--- src/rid_pkg.sv ---
// Package for the instruction decoder: mnemonic and operand form codes,
// instruction field codes and the decoded result record.
// No dependencies.
package rid_pkg;

	localparam int unsigned WORD_W = 32;
	localparam int unsigned MN_W   = 6;
	localparam int unsigned FORM_W = 4;
	localparam int unsigned REG_W  = 5;
	localparam int unsigned IMM_W  = 16;

	localparam logic [1:0] CLS_MEM   = 2'd0;
	localparam logic [1:0] CLS_ARITH = 2'd1;
	localparam logic [1:0] CLS_FLOAT = 2'd2;
	localparam logic [1:0] CLS_MISC  = 2'd3;

	localparam logic [3:0] OP_BR_LAST = 4'h3;
	localparam logic [3:0] OP_BB_LAST = 4'h7;
	localparam logic [3:0] OP_BCND    = 4'ha;
	localparam logic [3:0] OP_BCND_N  = 4'hb;
	localparam logic [3:0] OP_BITFLD  = 4'hc;
	localparam logic [3:0] OP_REG     = 4'hd;
	localparam logic [3:0] OP_TBND    = 4'he;

	localparam logic [5:0] SUB_CLR  = 6'h20;
	localparam logic [5:0] SUB_SET  = 6'h22;
	localparam logic [5:0] SUB_EXT  = 6'h24;
	localparam logic [5:0] SUB_EXTU = 6'h26;
	localparam logic [5:0] SUB_MAK  = 6'h28;
	localparam logic [5:0] SUB_ROT  = 6'h2a;
	localparam logic [5:0] SUB_TB0  = 6'h34;
	localparam logic [5:0] SUB_TB1  = 6'h36;
	localparam logic [5:0] SUB_TCND = 6'h3a;

	localparam logic [1:0] RSEL_MEM   = 2'd0;
	localparam logic [1:0] RSEL_ARITH = 2'd1;
	localparam logic [1:0] RSEL_BITFLD = 2'd2;
	localparam logic [1:0] RSEL_CTRL  = 2'd3;

	localparam logic [2:0] RBF_LAST   = 3'd5;
	localparam logic [3:0] CTRL_JMP_LAST = 4'h3;
	localparam logic [3:0] CTRL_FF1   = 4'ha;
	localparam logic [3:0] CTRL_FF0   = 4'hb;
	localparam logic [3:0] CTRL_TBND  = 4'he;
	localparam logic [3:0] CTRL_RTE   = 4'hf;

	localparam logic [MN_W-1:0] MN_XMEM_BU = 6'd0;
	localparam logic [MN_W-1:0] MN_AND     = 6'd16;
	localparam logic [MN_W-1:0] MN_BR      = 6'd32;
	localparam logic [MN_W-1:0] MN_BB0     = 6'd36;
	localparam logic [MN_W-1:0] MN_BCND    = 6'd40;
	localparam logic [MN_W-1:0] MN_CLR     = 6'd42;
	localparam logic [MN_W-1:0] MN_SET     = 6'd43;
	localparam logic [MN_W-1:0] MN_EXT     = 6'd44;
	localparam logic [MN_W-1:0] MN_EXTU    = 6'd45;
	localparam logic [MN_W-1:0] MN_MAK     = 6'd46;
	localparam logic [MN_W-1:0] MN_ROT     = 6'd47;
	localparam logic [MN_W-1:0] MN_TB0     = 6'd48;
	localparam logic [MN_W-1:0] MN_TB1     = 6'd49;
	localparam logic [MN_W-1:0] MN_TCND    = 6'd50;
	localparam logic [MN_W-1:0] MN_TBND    = 6'd51;
	localparam logic [MN_W-1:0] MN_JMP     = 6'd52;
	localparam logic [MN_W-1:0] MN_FF1     = 6'd56;
	localparam logic [MN_W-1:0] MN_RTE     = 6'd58;
	localparam logic [MN_W-1:0] MN_FLOAT   = 6'd59;
	localparam logic [MN_W-1:0] MN_ILLEGAL = 6'd60;

	localparam logic [FORM_W-1:0] FORM_RRI     = 4'd0;
	localparam logic [FORM_W-1:0] FORM_RRR     = 4'd1;
	localparam logic [FORM_W-1:0] FORM_BRANCH  = 4'd2;
	localparam logic [FORM_W-1:0] FORM_BITBR   = 4'd3;
	localparam logic [FORM_W-1:0] FORM_BITFLD  = 4'd4;
	localparam logic [FORM_W-1:0] FORM_TRAP    = 4'd5;
	localparam logic [FORM_W-1:0] FORM_ONEREG  = 4'd6;
	localparam logic [FORM_W-1:0] FORM_NONE    = 4'd7;
	localparam logic [FORM_W-1:0] FORM_FLOAT   = 4'd8;
	localparam logic [FORM_W-1:0] FORM_ILLEGAL = 4'd9;

	typedef struct packed {
		logic [MN_W-1:0]   mnemonic;
		logic [FORM_W-1:0] form;
		logic [REG_W-1:0]  dest_reg;
		logic [REG_W-1:0]  src1_reg;
		logic [REG_W-1:0]  src2_reg;
		logic [IMM_W-1:0]  immediate;
		logic [REG_W-1:0]  cond_or_bit;
		logic [WORD_W-1:0] target;
		logic [1:0]        carry_suffix;
		logic              scaled;
	} rid_result_t;

endpackage

--- src/risc_instruction_decoder.sv ---
// Instruction decoder top level: input register, decode logic, result register.
// Depends on rid_pkg.
//
//   channel   direction  handshake           payload
//   input     in         in_valid/in_stall   instr_word, pc
//   result    out        out_valid/out_stall mnemonic .. scaled
//
// An input transaction passes the input register, then the result register;
// the decode and the branch target add sit between. One transaction per cycle
// sustained while out_stall is low. Reset clears both valid flags only.
// in_stall rises only while both registers are full and out_stall is high.
module risc_instruction_decoder (
	input  logic                           clk,
	input  logic                           arst_n,
	input  logic                           in_valid,
	output logic                           in_stall,
	input  logic [rid_pkg::WORD_W-1:0]     instr_word,
	input  logic [rid_pkg::WORD_W-1:0]     pc,
	output logic                           out_valid,
	input  logic                           out_stall,
	output logic [rid_pkg::MN_W-1:0]       mnemonic,
	output logic [rid_pkg::FORM_W-1:0]     form,
	output logic [rid_pkg::REG_W-1:0]      dest_reg,
	output logic [rid_pkg::REG_W-1:0]      src1_reg,
	output logic [rid_pkg::REG_W-1:0]      src2_reg,
	output logic [rid_pkg::IMM_W-1:0]      immediate,
	output logic [rid_pkg::REG_W-1:0]      cond_or_bit,
	output logic [rid_pkg::WORD_W-1:0]     target,
	output logic [1:0]                     carry_suffix,
	output logic                           scaled
);
	import rid_pkg::*;

	logic              valid_s1;
	logic [WORD_W-1:0] word_s1;
	logic [WORD_W-1:0] pc_s1;
	logic              valid_s2;
	rid_result_t       res_s2;
	rid_result_t       dec;
	logic              hold_s2;

	logic [1:0]  cls;
	logic [3:0]  op;
	logic [5:0]  bsub;
	logic [1:0]  rsel;
	logic [3:0]  rsub;
	logic [2:0]  rbf;
	logic [4:0]  rd;
	logic [4:0]  rs1;
	logic [4:0]  rs2;
	logic [WORD_W-1:0] off26;
	logic [WORD_W-1:0] off16;

	assign hold_s2  = valid_s2 && out_stall;
	assign in_stall = valid_s1 && hold_s2;

	always_ff @(posedge clk or negedge arst_n) begin
		if (!arst_n) begin
			valid_s1 <= 1'b0;
		end else if (!in_stall) begin
			valid_s1 <= in_valid;
		end
	end

	always_ff @(posedge clk) begin
		if (in_valid && !in_stall) begin
			word_s1 <= instr_word;
			pc_s1   <= pc;
		end
	end

	assign cls  = word_s1[31:30];
	assign op   = word_s1[29:26];
	assign bsub = word_s1[15:10];
	assign rsel = word_s1[15:14];
	assign rsub = word_s1[13:10];
	assign rbf  = word_s1[13:11];
	assign rd   = word_s1[25:21];
	assign rs1  = word_s1[20:16];
	assign rs2  = word_s1[4:0];
	assign off26 = {{4{word_s1[25]}}, word_s1[25:0], 2'b00};
	assign off16 = {{14{word_s1[15]}}, word_s1[15:0], 2'b00};

	always_comb begin
		dec = '0;
		dec.mnemonic = MN_ILLEGAL;
		dec.form     = FORM_ILLEGAL;
		case (cls)
			CLS_MEM, CLS_ARITH: begin
				dec.mnemonic  = ((cls == CLS_MEM) ? MN_XMEM_BU : MN_AND) + {2'b00, op};
				dec.form      = FORM_RRI;
				dec.dest_reg  = rd;
				dec.src1_reg  = rs1;
				dec.immediate = word_s1[15:0];
			end
			CLS_FLOAT: begin
				dec.mnemonic = MN_FLOAT;
				dec.form     = FORM_FLOAT;
			end
			default: begin
				if (op <= OP_BR_LAST) begin
					dec.mnemonic = MN_BR + {4'b0000, op[1:0]};
					dec.form     = FORM_BRANCH;
					dec.target   = pc_s1 + off26;
				end else if (op <= OP_BB_LAST) begin
					dec.mnemonic    = MN_BB0 + {4'b0000, op[1:0]};
					dec.form        = FORM_BITBR;
					dec.cond_or_bit = rd;
					dec.src1_reg    = rs1;
					dec.target      = pc_s1 + off16;
				end else if (op == OP_BCND || op == OP_BCND_N) begin
					dec.mnemonic    = MN_BCND + {5'b00000, op[0]};
					dec.form        = FORM_BITBR;
					dec.cond_or_bit = {2'b00, word_s1[23:21]};
					dec.src1_reg    = rs1;
					dec.target      = pc_s1 + off16;
				end else if (op == OP_BITFLD) begin
					case (bsub)
						SUB_CLR, SUB_SET, SUB_EXT, SUB_EXTU, SUB_MAK, SUB_ROT: begin
							case (bsub)
								SUB_CLR:  dec.mnemonic = MN_CLR;
								SUB_SET:  dec.mnemonic = MN_SET;
								SUB_EXT:  dec.mnemonic = MN_EXT;
								SUB_EXTU: dec.mnemonic = MN_EXTU;
								SUB_MAK:  dec.mnemonic = MN_MAK;
								default:  dec.mnemonic = MN_ROT;
							endcase
							dec.form      = FORM_BITFLD;
							dec.dest_reg  = rd;
							dec.src1_reg  = rs1;
							dec.immediate = (bsub == SUB_ROT) ? {11'd0, word_s1[4:0]}
								: {6'd0, word_s1[9:0]};
						end
						SUB_TB0, SUB_TB1: begin
							dec.mnemonic    = (bsub == SUB_TB0) ? MN_TB0 : MN_TB1;
							dec.form        = FORM_TRAP;
							dec.src1_reg    = rs1;
							dec.immediate   = {7'd0, word_s1[8:0]};
							dec.cond_or_bit = rd;
						end
						SUB_TCND: begin
							dec.mnemonic    = MN_TCND;
							dec.form        = FORM_TRAP;
							dec.src1_reg    = rs1;
							dec.immediate   = {7'd0, word_s1[8:0]};
							dec.cond_or_bit = {2'b00, word_s1[23:21]};
						end
						default: begin
						end
					endcase
				end else if (op == OP_REG) begin
					case (rsel)
						RSEL_MEM: begin
							dec.mnemonic = {2'b00, rsub};
							dec.form     = FORM_RRR;
							dec.dest_reg = rd;
							dec.src1_reg = rs1;
							dec.src2_reg = rs2;
							dec.scaled   = word_s1[5] || (word_s1[3:0] != 4'd0);
						end
						RSEL_ARITH: begin
							dec.mnemonic     = MN_AND + {2'b00, rsub};
							dec.form         = FORM_RRR;
							dec.dest_reg     = rd;
							dec.src1_reg     = rs1;
							dec.src2_reg     = rs2;
							dec.carry_suffix = word_s1[9:8];
						end
						RSEL_BITFLD: begin
							if (rbf <= RBF_LAST) begin
								dec.mnemonic = MN_CLR + {3'b000, rbf};
								dec.form     = FORM_RRR;
								dec.dest_reg = rd;
								dec.src1_reg = rs1;
								dec.src2_reg = rs2;
							end
						end
						default: begin
							if (rsub <= CTRL_JMP_LAST) begin
								dec.mnemonic = MN_JMP + {4'b0000, rsub[1:0]};
								dec.form     = FORM_ONEREG;
								dec.src2_reg = rs2;
							end else if (rsub == CTRL_FF1 || rsub == CTRL_FF0) begin
								dec.mnemonic = MN_FF1 + {5'b00000, rsub[0]};
								dec.form     = FORM_RRR;
								dec.dest_reg = rd;
								dec.src2_reg = rs2;
							end else if (rsub == CTRL_TBND) begin
								dec.mnemonic = MN_TBND;
								dec.form     = FORM_TRAP;
								dec.src1_reg = rs1;
								dec.src2_reg = rs2;
							end else if (rsub == CTRL_RTE) begin
								dec.mnemonic = MN_RTE;
								dec.form     = FORM_NONE;
							end
						end
					endcase
				end else if (op == OP_TBND) begin
					dec.mnemonic  = MN_TBND;
					dec.form      = FORM_TRAP;
					dec.src1_reg  = rs1;
					dec.immediate = word_s1[15:0];
				end
			end
		endcase
	end

	always_ff @(posedge clk or negedge arst_n) begin
		if (!arst_n) begin
			valid_s2 <= 1'b0;
		end else if (!hold_s2) begin
			valid_s2 <= valid_s1;
		end
	end

	always_ff @(posedge clk) begin
		if (valid_s1 && !hold_s2) begin
			res_s2 <= dec;
		end
	end

	assign out_valid    = valid_s2;
	assign mnemonic     = res_s2.mnemonic;
	assign form         = res_s2.form;
	assign dest_reg     = res_s2.dest_reg;
	assign src1_reg     = res_s2.src1_reg;
	assign src2_reg     = res_s2.src2_reg;
	assign immediate    = res_s2.immediate;
	assign cond_or_bit  = res_s2.cond_or_bit;
	assign target       = res_s2.target;
	assign carry_suffix = res_s2.carry_suffix;
	assign scaled       = res_s2.scaled;

endmodule

--- config.mk ---
export PLATFORM = sky130hd
export DESIGN_NAME = risc_instruction_decoder
export DESIGN_NICKNAME = d
export VERILOG_FILES = /design/src/rid_pkg.sv /design/src/risc_instruction_decoder.sv
export SDC_FILE = /design/constraint.sdc
export NUM_CORES = 1
export LEC_CHECK = 0
export ABC_AREA = 1
export BUFFER_PORTS_ARGS = -buffer_cell sky130_fd_sc_hd__buf_4
export CORE_MARGIN = 2
export CORE_UTILIZATION = 52
export CTS_CLUSTER_SIZE = 25
export DETAILED_ROUTE_END_ITERATION = 7
export PLACE_DENSITY = 0.85
export SLEW_MARGIN = 10
export SYNTH_ARGS = -nofsm -noshare
export SYNTH_HDL_FRONTEND = slang
export SYNTH_SLANG_ARGS = --single-unit
--- constraint.sdc ---
create_clock -name clk -period 4.6 [get_ports clk]
set_input_delay 0.69 -clock clk [delete_from_list [all_inputs] [get_ports clk]]
set_output_delay 0.69 -clock clk [all_outputs]
set_load 0.02 [all_outputs]
==> qor.csv, run 1 <==
metric;value;unit
result_of_the_run;finished, final reports clean;
cts.hold.buffers_added;0;
clock-root-buffer;clkbuf_16;
setup_viol;0;
reg2reg_to;target[26];
synth_ff_type;edfxtp_1;
htreeDepth;4;
maxSlewViolCount;0;
cts-buffers-inserted;17;
critPathArrivalTime;3.13;ns
layout.filler_cells;1461;
floorplan.initialDensity;0.531;
timing.rr.start;word_s1[15];
clkLatencyLatePin;0.44;ns
syn_nets;1252;
synth_cell_type_count;45;
numClockSinks;147;
antenna_found_initial;0;
worst-r2r-setup-slack;1.62;ns
cpMaxStageDelayCell;edfxtp_1;
min_path_type;in -> async;
routed_wire_length_per_instance;17.7;um
setup.worst_path.end_class;flip-flop;
clock-skew-final;0.0115;ns
synth_enable_flop_cells;145;
sw_frac_of_total;0.348;
maxCapViolations;0;
insertedDiodeCount;0;
max_freq;335;MHz
ff2ff_path_depth;12;
synth.top_cells.by_area;edfxtp_1 47%, nand2_1 13%, inv_1 8.0%;
detail_route.first_pass.iterations;6;
max-vdd-ir-drop;0.287;mV
synthToLayoutAreaGrowth;22.0;%
worst_setup_margin;1.62;ns
ys_ff_latch;147;
combinationalPowerShare;0.257;
worst_path_most_repeated_cell;nand2_1;
synth_top_cell_area_share;0.474;
cts_resized;0;
buffer_ports.inserted;150;
gp_congestion;0.991;
worst-slew-pin-transition;1.23;ns
final.min_clock_period;2.98;ns
grt_pass1_wl;41.5;mm
drt-total-wl;27.1;mm
drt_iter0_drc;1005;
path_max_fanout;21;
gr-total-overflow;0;
synth.avg_cell_area;8.12;um^2
clk_pin_slew;0.07;ns
max_slew_margin;0.174;
cts_buffer_depth;2;
cell_breakdown_of_the_critical_path;ha_1 > nand2_1 > inv_1 > nand2_1 > nor3_1 > nand2_1 > nand2_1 > nand2_1 > nand2_1 > nand2_1 > nand3_1 > a21oi_1;
final_antenna_net_count;0;
clock_tree_from_tritoncts;built;
asyncSetResetFlopFracSynth;0.0136;
timing.final.hold_violations;0;
drc;0;
tns_setup;0;ns
critical_path.max_stage_delay;0.76;ns
row_count;48;
synth_cells;1132;
post-dp-hpwl;21.1;mm
cellInternalPower;2740;uW
yosys_warns;0;
yosys.area.top_type;edfxtp_1;
core-area;17300;um^2
p_seq_frac;0.407;
die_h;137;um
setup.worst_path.class;reg -> reg;
pwr-share-clk;0.336;
grt_max_degree;55;
share_of_cells_above_drive_strength_1;0.169;
die_area;18800;um^2
power.leakage;0.00532;uW
total_routing_usage_reported_by_global_routing;0.297;
period_share;0.649;
final_common_cell;nand2_1;
num_io_pins;151;
die_x;137;um
vias_per_cell;5.57;
worst_ep_required_time;4.75;ns
dp_slack;1.70;ns
mappedNetlistArea;9190;um^2
first_global_vias;7782;
critical_path.startpoint_type;flip-flop;
finish.net_count;1418;
power_density;374;nW/um^2
most_used_cells_in_the_layout_excluding_fill_and_tap_cells;321 x nand2_1, 195 x inv_1, 153 x buf_4, 145 x edfxtp_1, 110 x nor2_1;
synth.yosys.seq_area_share;0.479;
setup_repair_bufs_after_cts;0;
dr_total_vias;8548;
rsz0062_at_grt;no;
p_switching;1460;uW
## synth_stat cells (all sizes together), types with 2 or more instances
library cell and number:
nand2 330, inv 204, edfxtp 145, nor2 120, nand3 81, a21oi 70, ha 51, nor3 29
o21ai 25, nand4 13, nand3b 11, xnor2 10, nor4 5, clkbuf 4, or2 4, o2111ai 3
o21bai 3, a21o 2, buf 2, dfrtp 2, o211ai 2, o21a 2, o22ai 2, xor2 2
## metal layers
layer | share of wire | global-route usage | up-vias | wire length (um)
li1 | - | - | 4052 | -
met1 | 0.43 | 0.429 | 3917 | 11600
met2 | 0.44 | 0.455 | 528 | 12100
met3 | 0.11 | 0.0589 | 51 | 2950
met4 | 0.020 | 0.0865 | 0 | 537
met5 | 0 | 0 | - | 0
## worst max-delay path by stage
stage                           start         endpoint  depth (start not counted)
final                     word_s1[15]       target[26]                         12
after floorplan             out_stall  carry_suffix[0]                          1
after global routing      word_s1[15]       target[26]                         12
after detailed placement  word_s1[15]       target[26]                         11
after global placement    word_s1[15]       target[26]                         12
after CTS                 word_s1[15]       target[26]                         11
## cell type report
class	count	area (um^2)	area share
inverters	204	766	0.0683
clock buffers	17	425	0.0379
flip-flops and latches	147	4400	0.393
well taps	225	282	0.0251
clock inverters	15	185	0.0165
repair buffers	153	1150	0.102
multi-input cells	775	4000	0.357
## power by group through the flow
stage	sequential, uW	clock [uW]	combinational [uW]
finish	1710	1410	1080
global route	1720	1480	1180
CTS	1710	1420	1060
detailed placement	1730	0	1050
global placement	1730	0	1040
floorplan	1820	0	578
## through the flow
step	power, uW	hold WS, ns	util	cell area, um^2	instances
3_3_place_gp	2770	0.473	0.613	10600	1504
2_1_floorplan	2400	0.394	-	9190	1132
4_1_cts	4180	0.0132	0.648	11200	1536
6_report	4200	0.0169	0.648	11200	1536
3_5_place_dp	2780	0.473	0.613	10600	1504
5_1_grt	4380	0.00744	0.648	11200	1536
## logic make-up (layout without fill, tap and decap cells)
family | Yosys count | after routing | share of synthesized area
flops | 147 | 147 | 0.479
xor+xnor | 12 | 12 | 0.0114
compound gates | 116 | 116 | 0.0705
buf+inv | 210 | 389 | 0.0866
fa+ha+maj | 52 | 52 | 0.0716
simple gates | 595 | 595 | 0.281
## worst max-delay path, delay by kind of cell (launching register included)
family                     cells  cell delay (ns)
and+or+nand+nor                9             1.13
adders and majority gates      1             0.61
DFF                            1             0.76
buffers and inverters          1             0.11
AOI/OAI and AO/OA              1             0.08
(Power assumes the default switching activity.)
==> run 2, diff against run 1 <==
- CORE_UTILIZATION: 52 -> 58
- PLACE_DENSITY: 0.85 -> 0.9
- clock period: 4.6 -> 2.95 ns (I/O delays scaled with it)
==> qor.csv, run 2 (same netlist as run 1, synthesis figures left out) <==
metric;value;unit
period_share;0.899;
min_path_type;in -> reg;
ff2ff_path_depth;10;
cell_breakdown_of_the_critical_path;ha_1 > fa_1 > nand3_1 > nand3_1 > nand3_1 > nand3_1 > nand3_1 > nand3b_1 > nand3_1 > a21oi_1;
max-vdd-ir-drop;0.498;mV
maxCapViolations;0;
grt_pass1_wl;42.1;mm
min-delay-start;pc[29];
pwr-share-clk;0.333;
clkLatencyLatePin;0.43;ns
combinationalPowerShare;0.261;
clk_pin_slew;0.07;ns
floorplan.initialDensity;0.587;
gr-total-overflow;0;
worst_hold_path.num_cells;1;
setup_repair_bufs_after_cts;0;
die_area;16900;um^2
result_of_the_run;finished, final reports clean;
max_slew_margin;0.385;
power_density;582;nW/um^2
htreeDepth;4;
critPathArrivalTime;2.80;ns
antenna_found_initial;0;
path_max_fanout;5;
max_freq;377;MHz
worst-r2r-setup-slack;0.30;ns
buffer_ports.inserted;150;
layout.core_utilization;0.718;
drt-total-wl;27.5;mm
total_routing_usage_reported_by_global_routing;0.333;
cellInternalPower;4400;uW
worst_ep_required_time;3.10;ns
vias_per_cell;5.60;
worst_path_most_repeated_cell;nand3_1;
worst-slew-pin-transition;0.915;ns
clock_tree_from_tritoncts;built;
post-dp-hpwl;20.8;mm
share_of_cells_above_drive_strength_1;0.169;
critical_path.max_stage_delay;0.50;ns
detail_route.first_pass.iterations;6;
drc;0;
insertedDiodeCount;0;
cts-buffers-inserted;17;
setup.worst_path.end_class;flip-flop;
final_antenna_net_count;0;
row_count;46;
synthToLayoutAreaGrowth;22.3;%
maxSlewViolCount;0;
routed_wire_length_per_instance;17.9;um
num_io_pins;151;
timing.final.hold_violations;0;
timing.rr.start;word_s1[0];
sw_frac_of_total;0.328;
rsz0062_at_grt;no;
min_delay_worst_endpoint;pc_s1[29];
die_h;130;um
clock-skew-final;0.00887;ns
most_used_cells_in_the_layout_excluding_fill_and_tap_cells;321 x nand2_1, 195 x inv_1, 155 x buf_4, 145 x edfxtp_1, 111 x nor2_1;
setup_viol;0;
layout.filler_cells;1259;
p_seq_frac;0.406;
drt_iter0_drc;857;
dr_total_vias;8573;
first_global_vias;7928;
tns_setup;0;ns
reg2reg_to;target[30];
finish.net_count;1423;
core-area;15700;um^2
grt_max_degree;82;
cpMaxStageDelayCell;fa_1;
p_switching;2150;uW
cts_buffer_depth;2;
gp_congestion;1.02;
critical_path.startpoint_type;flip-flop;
numClockSinks;147;
power.leakage;0.00533;uW
die_x;130;um
setup.worst_path.class;reg -> reg;
cts_resized;0;
clock-root-buffer;clkbuf_16;
final_common_cell;nand2_1;
final.min_clock_period;2.65;ns
-- run 2: how the worst max path moves through the flow --
stage                startpoint         end  depth (start not counted)
floorplan             out_valid    pc_s1[0]                          5
global placement    word_s1[15]  target[29]                         11
detailed placement   word_s1[0]  target[22]                         10
CTS                  word_s1[0]  target[22]                         10
global route        word_s1[15]  target[24]                         10
finish               word_s1[0]  target[30]                         10
-- run 2: power by group through the flow --
stage	Clock [uW]	Combinational (uW)	Sequential [uW]
after floorplan	0	902	2830
after global placement	0	1630	2690
after detailed placement	0	1660	2700
after CTS	2190	1680	2660
after global routing	2270	1860	2670
final	2180	1710	2660
-- run 2: metrics by stage --
| stage | hold slack, ns | instances | cell area (um^2) | total power, uW | setup slack (ns) |
|---|---|---|---|---|---|
| floorplan | 0.147 | 1132 | 9200 | 3740 | 0.432 |
| global placement | 0.226 | 1499 | 10600 | 4320 | 0.419 |
| detailed placement | 0.225 | 1499 | 10600 | 4350 | 0.428 |
| CTS | 0.177 | 1532 | 11200 | 6520 | 0.401 |
| global route | 0.179 | 1532 | 11200 | 6800 | 0.151 |
| finish | 0.184 | 1532 | 11200 | 6550 | 0.297 |
-- run 2: timing repair --
action	CTS	global route
hold buffers	1	0
hold endpoints to repair	2	0
setup endpoints to repair	0	0
-- run 2: metal layers --
metal,global-route usage,vias to the layer above,share of wire
met5,0,-,0
met3,0.0488,66,0.096
met2,0.531,511,0.46
met1,0.458,3934,0.41
li1,-,4062,-
met4,0.139,0,0.031
-- run 2: critical path: cells and delay by family (launching register included) --
kind,cells,cell delay (ns)
simple gates,7,1.06
fa+ha+maj,2,0.84
compound gates,1,0.06
flops,1,0.42
-- run 2: area by class of cell --
type | count | area (um^2) | area share
clock inverters | 13 | 151 | 0.0135
well taps | 216 | 270 | 0.0240
inverters | 204 | 766 | 0.0681
repair buffers | 158 | 1210 | 0.108
flip-flops and latches | 147 | 4400 | 0.392
clock buffers | 19 | 433 | 0.0385
multi-input cells | 775 | 4000 | 0.356
